--- src/hw/rtl/fla_ram.sv ---
`timescale 1ns / 1ps
`default_nettype none
module fla_ram #(
    parameter int DEPTH = 64,
    parameter int WIDTH = 31
) (
    input  logic                     clk,
    input  logic                     we,
    input  logic [$clog2(DEPTH)-1:0] waddr,
    input  logic [WIDTH-1:0]         wdata,
    input  logic                     re,
    input  logic [$clog2(DEPTH)-1:0] raddr,
    output logic [WIDTH-1:0]         rdata
);

    logic [WIDTH-1:0] mem [DEPTH];
    logic [WIDTH-1:0] rdata_reg;

    // one write and one registered read per cycle
    always_ff @(posedge clk)
    begin
        if (we)
        begin
            mem[waddr] <= wdata;
        end
        if (re)
        begin
            rdata_reg <= mem[raddr];
        end
    end

    assign rdata = rdata_reg;

endmodule
`default_nettype wire

--- config.mk ---
export PLATFORM = sky130hd
export DESIGN_NAME = fla_ram
export DESIGN_NICKNAME = d
export VERILOG_FILES = /design/src/hw/rtl/fla_ram.sv
export SDC_FILE = /design/constraint.sdc
export NUM_CORES = 2
export LEC_CHECK = 0
export ABC_AREA = 1
export BUFFER_PORTS_ARGS = -buffer_cell sky130_fd_sc_hd__buf_4
export CAP_MARGIN = 15
export CORE_MARGIN = 1
export CORE_UTILIZATION = 51
export DETAILED_ROUTE_END_ITERATION = 12
export PLACE_DENSITY = 0.66
export SLEW_MARGIN = 25
export SYNTH_ARGS = -nofsm -noshare
export SYNTH_HDL_FRONTEND = slang
export SYNTH_SLANG_ARGS = --single-unit
export TNS_END_PERCENT = 10
--- constraint.sdc ---
create_clock -name clk -period 11 [get_ports clk]
set_input_delay 0.55 -clock clk [delete_from_list [all_inputs] [get_ports clk]]
set_output_delay 0.55 -clock clk [all_outputs]
set_load 0.01 [all_outputs]
# Yosys cells after proc, flatten, opt, wreduce, memory -nomap -nowiden

Memory sizes are Yosys's and may differ from the RTL's. A register that Yosys moved wholly into a read port is not among the register bits.
Index checks and enable logic that the tools add are counted.

Input port bits: 46
Memory bits (writable): 1984
Memories kept: 1
Bits in registers: 0

Muxes and demuxes: 2

Memories:

| name | words | bits a word | rd ports | clocked after memory_dff | wr ports | line | source |
|---|---|---|---|---|---|---|---|
| mem  | 64    | 31          | 1        | 1                        | 1        | 16   | `logic [WIDTH-1:0] mem [DEPTH];` |

Operators with widths:

| cell    | count |
|---|---|
| $mux W1 | 2 |

# Depth between registers and ports, before layout

Depth after elaboration: 2
Gate-level depth with buffers: 12

# Worst setup path before layout

OpenSTA, ideal clock, no wires.

Path type: input port to flip-flop
From: input we
To: memory mem[48][0], enable pin
Slack: 6.419 ns
Stages on the path: 3
Arrival: 4.084 ns
Required time: 10.502 ns
Library setup time: 0.498 ns
Cell sequence: clkbuf_1 nand4_1 nor4_1

Longest elaborated chain between the ends: 2

Ends and longest elaborated chain:

| what                          | line | source |
|---|---|---|
| from (decl)                   | 8    | `input logic we,` |
| $mux W1                       | 22   | `if (we)` |
| $mux W1 (not written as such) | 24   | `mem[waddr] <= wdata;` |
| to (decl)                     | 16   |  |

Every way passes these cells.

==> metrics.md <==
| Metric | Value |
|---|---|
| DRC Markers | `0` |
| Synthesized area per cell | `12.0 um^2` |
| Final WL | `229000 um` |
| Synth area leaders | `edfxtp_1 75%, nand2_1 12%, nand3_1 10%, buf_2 1.7%, clkbuf_1 0.33%` |
| Worst setup EP type | `flip-flop` |
| Port Buf Inserts | `76` |
| CTS H-Tree Depth | `4` |
| Result of the run | `finished clean` |
| Maximum fanout encountered on the critical timing path | `132` |
| Number of nets in the finished design | `6726` |
| Full die area | `roughly 160000 um^2` |
| Leak | `31.7 nW` |
| Fraction of layout cells with a size suffix above 1 | `7.42%` |
| Switching fraction of total power | `22.7%` |
| Max FFs per register | `1984` |
| Overall overflow remaining after global route | `0` |
| Launching element type of the critical path | `input pin` |
| Unrepaired setup endpoints after global routing | `false` |
| Final worst-path cycle share | `a little over two fifths` |
| Cell with the largest stage delay on the worst path | `buf_4` |
| Required time at the endpoint of the critical path | `11.69 ns` |
| Number of DRC markers after the initial detailed-route iteration | `roughly 7300` |
| Area growth syn-to-layout | `10.6%` |
| Proportion of power drawn by combinational gates | `6.3%` |
| Drt via density | `5.94` |
| Commonest non-fill, non-tap cells in the layout | `2511 x nand2_1, 2015 x edfxtp_1, 1681 x nand3_1` |
| Post-layout minimum cycle time | `around 4.6 ns` |
| Min-Delay Path Class | `in -> reg` |
| Flip-flop and latch area | `60500 um^2` |
| Power share of the sequential group | `53.9%` |
| Boundary Pins | `slightly below 80` |
| Worst hold margin | `0.182 ns` |
| Clock tree from TritonCTS | `yes` |
| Number of warnings printed during yosys synthesis | `0` |
| Final Hold Vio Count | `0` |
| Core Area | `around 160000 um^2` |
| Global-route wire length before repair | `331000 um` |
| Total area of multi-input combinational cells | `18600 um^2` |
| Crit path arrival time | `5.30 ns` |
| Slew at the pin with the worst max-slew slack | `1.13 ns` |
| Clk_lat worst skew | `between 0.8 and 0.9 ns` |
| Synth Register Bits | `2015` |
| Post-Syn Nets | `6772` |
| Largest net degree at the start of global routing | `229` |
| Number of distinct standard cells referenced by the synthesized netlist | `13` |
| Max Clock Freq | `217 MHz` |
| Via count of the first global-routing pass | `approximately 50000` |
| Number of filler instances in the final layout | `12500` |
| Max_slew headroom | `24.7%` |
| Number of clock buffers inserted by TritonCTS | `roughly 190` |
| Initial Utilization | `51.5%` |
| Maximum single-stage delay on the critical path | `0.88 ns` |
| Vias after detailed routing | `52800` |
| Peak VDD IR | `0.000165 V` |
| Fraction of the yosys area taken by sequential cells | `74.9%` |
| Gpl congestion | `approximately 0.82` |
| Max-slew violation total from the final report | `0` |
| Antenna violations before repair | `17` |
| Clock buffer depth | `3` |
| HPWL after DPL | `between 100000 and 150000 um` |
| Standard-cell row count | `145` |
| Drt pass-1 iters | `7` |
| Most common library cell in the layout ignoring fill and taps | `nand2_1` |
| Cell at the root of the clock tree | `clkbuf_16` |
| Sw power | `around 3.6 mW` |
| Clock transition at the registers of the reported paths | `0.06 ns` |
| Detail Route Antenna Nets | `0` |
| Accumulated negative setup slack | `0 ns` |
| Setup Viol. Count Final | `0` |
| Gate count after technology mapping | `6726` |
| Summed instance area of the synthesized netlist | `just over 80000 um^2` |
| Power share of the clock group | `39.9%` |
| Internal power | `roughly 12 mW` |
| Overall global routing resource usage | `between 20% and 30%` |
| Fraction of synthesized cell area taken by the top area cell type | `74.9%` |
| Number of maximum-capacitance violations | `0` |
| Post CTS Setup Buffer Count | `0` |
| Setup CP Type | `in -> reg` |
| WL per Instance | `approximately 26 um` |
| Number of resized instances in the post-cts repair step | `0` |
| Dominant cell type by area after synthesis | `edfxtp_1` |
| Clock sink count | `2015` |
| Post-cts hold buffer count | `0` |
| Cell Chain, Critical Path | `buf_8 -> buf_4 -> buf_4 -> buf_4 -> nand2_1 -> nand3_1 -> nand3_1 -> nand2_1 -> nand2_1 -> nand3_1 -> nand3_1 -> nand2_1` |
| Tot Pwr | `15.9 mW` |
| Die width | `400 um` |
| Vertical extent of the die | `400 um` |
| Power per cell area | `roughly 180 nW/um^2` |
| Setup clock skew after layout | `0.0369 ns` |
-- cell families (layout without fill, tap and decap cells) --
kind of cell           count (synthesis)  after routing  synth area share (%)
and+or+nand+nor                     4265           4265                  22.5
DFF                                 2015           2015                  74.9
buffers and inverters                446            551                  2.61
other                                  0              8                     0
-- per-stage QoR --
stage | util (%) | instance area (um^2) | instances | worst slack (ns)
finish | 57.0 | 89400 | 8897 | 6.38
global route | 57.0 | 89300 | 8891 | 6.18
CTS | 57.0 | 89300 | 8887 | 6.69
detailed placement | 53.2 | 83400 | 8541 | 5.79
global placement | 53.2 | 83300 | 8541 | 5.83
floorplan | - | 80800 | 6726 | 6.42
-- power by group through the flow --
stage               Clock [mW]  Combinational [mW]  Sequential (mW)
finish                    6.32               0.997             8.54
global route              6.65                1.07             8.54
CTS                       6.37               0.981             8.54
detailed placement           0               0.978             8.71
global placement             0               0.967             8.70
floorplan                    0               0.530             8.70
-- per-layer routing --
metal / vias up / share of wire (%) / global-route usage [%]
li1: 23600 / - / -
met1: 25900 / 40 / 39.9
met2: 2871 / 45 / 43.4
met3: 386 / 11 / 6.41
met4: 8 / 3.7 / 10.9
met5: - / 0.025 / 0
-- final cells by class --
| class | count | share of cell area [%] |
|---|---|---|
| clock buffers | 244 | 5.74 |
| well taps | 2058 | 2.88 |
| clock inverters | 102 | 0.899 |
| repair buffers | 193 | 1.81 |
| flip-flops and latches | 2015 | 67.7 |
| diodes | 8 | 0.0224 |
| inverters | 12 | 0.0840 |
| multi-input cells | 4265 | 20.9 |
-- Yosys cell counts (all sizes together) --
cell,count
clkbuf,72
edfxtp,2015
nor2,56
nand2,2511
inv,11
nand3,1681
clkinv,1
nor4,8
nand4,9
buf,362
-- worst paths after layout --
kind,end,slack [ns],from,depth (start not counted)
max,rdata[15],6.38,raddr[0],12
min,mem[48][4],0.18,waddr[0],2
max reg2reg,rdata[10],8.89,mem[26][10],8
min reg2reg,rdata[11],0.88,mem[45][11],8
-- worst max-delay path: cells and delay by family --
family                 cells  cell delay, ns
buffers and inverters      4            3.24
and+or+nand+nor            8            1.15
Power figures use the tool's default switching activity.
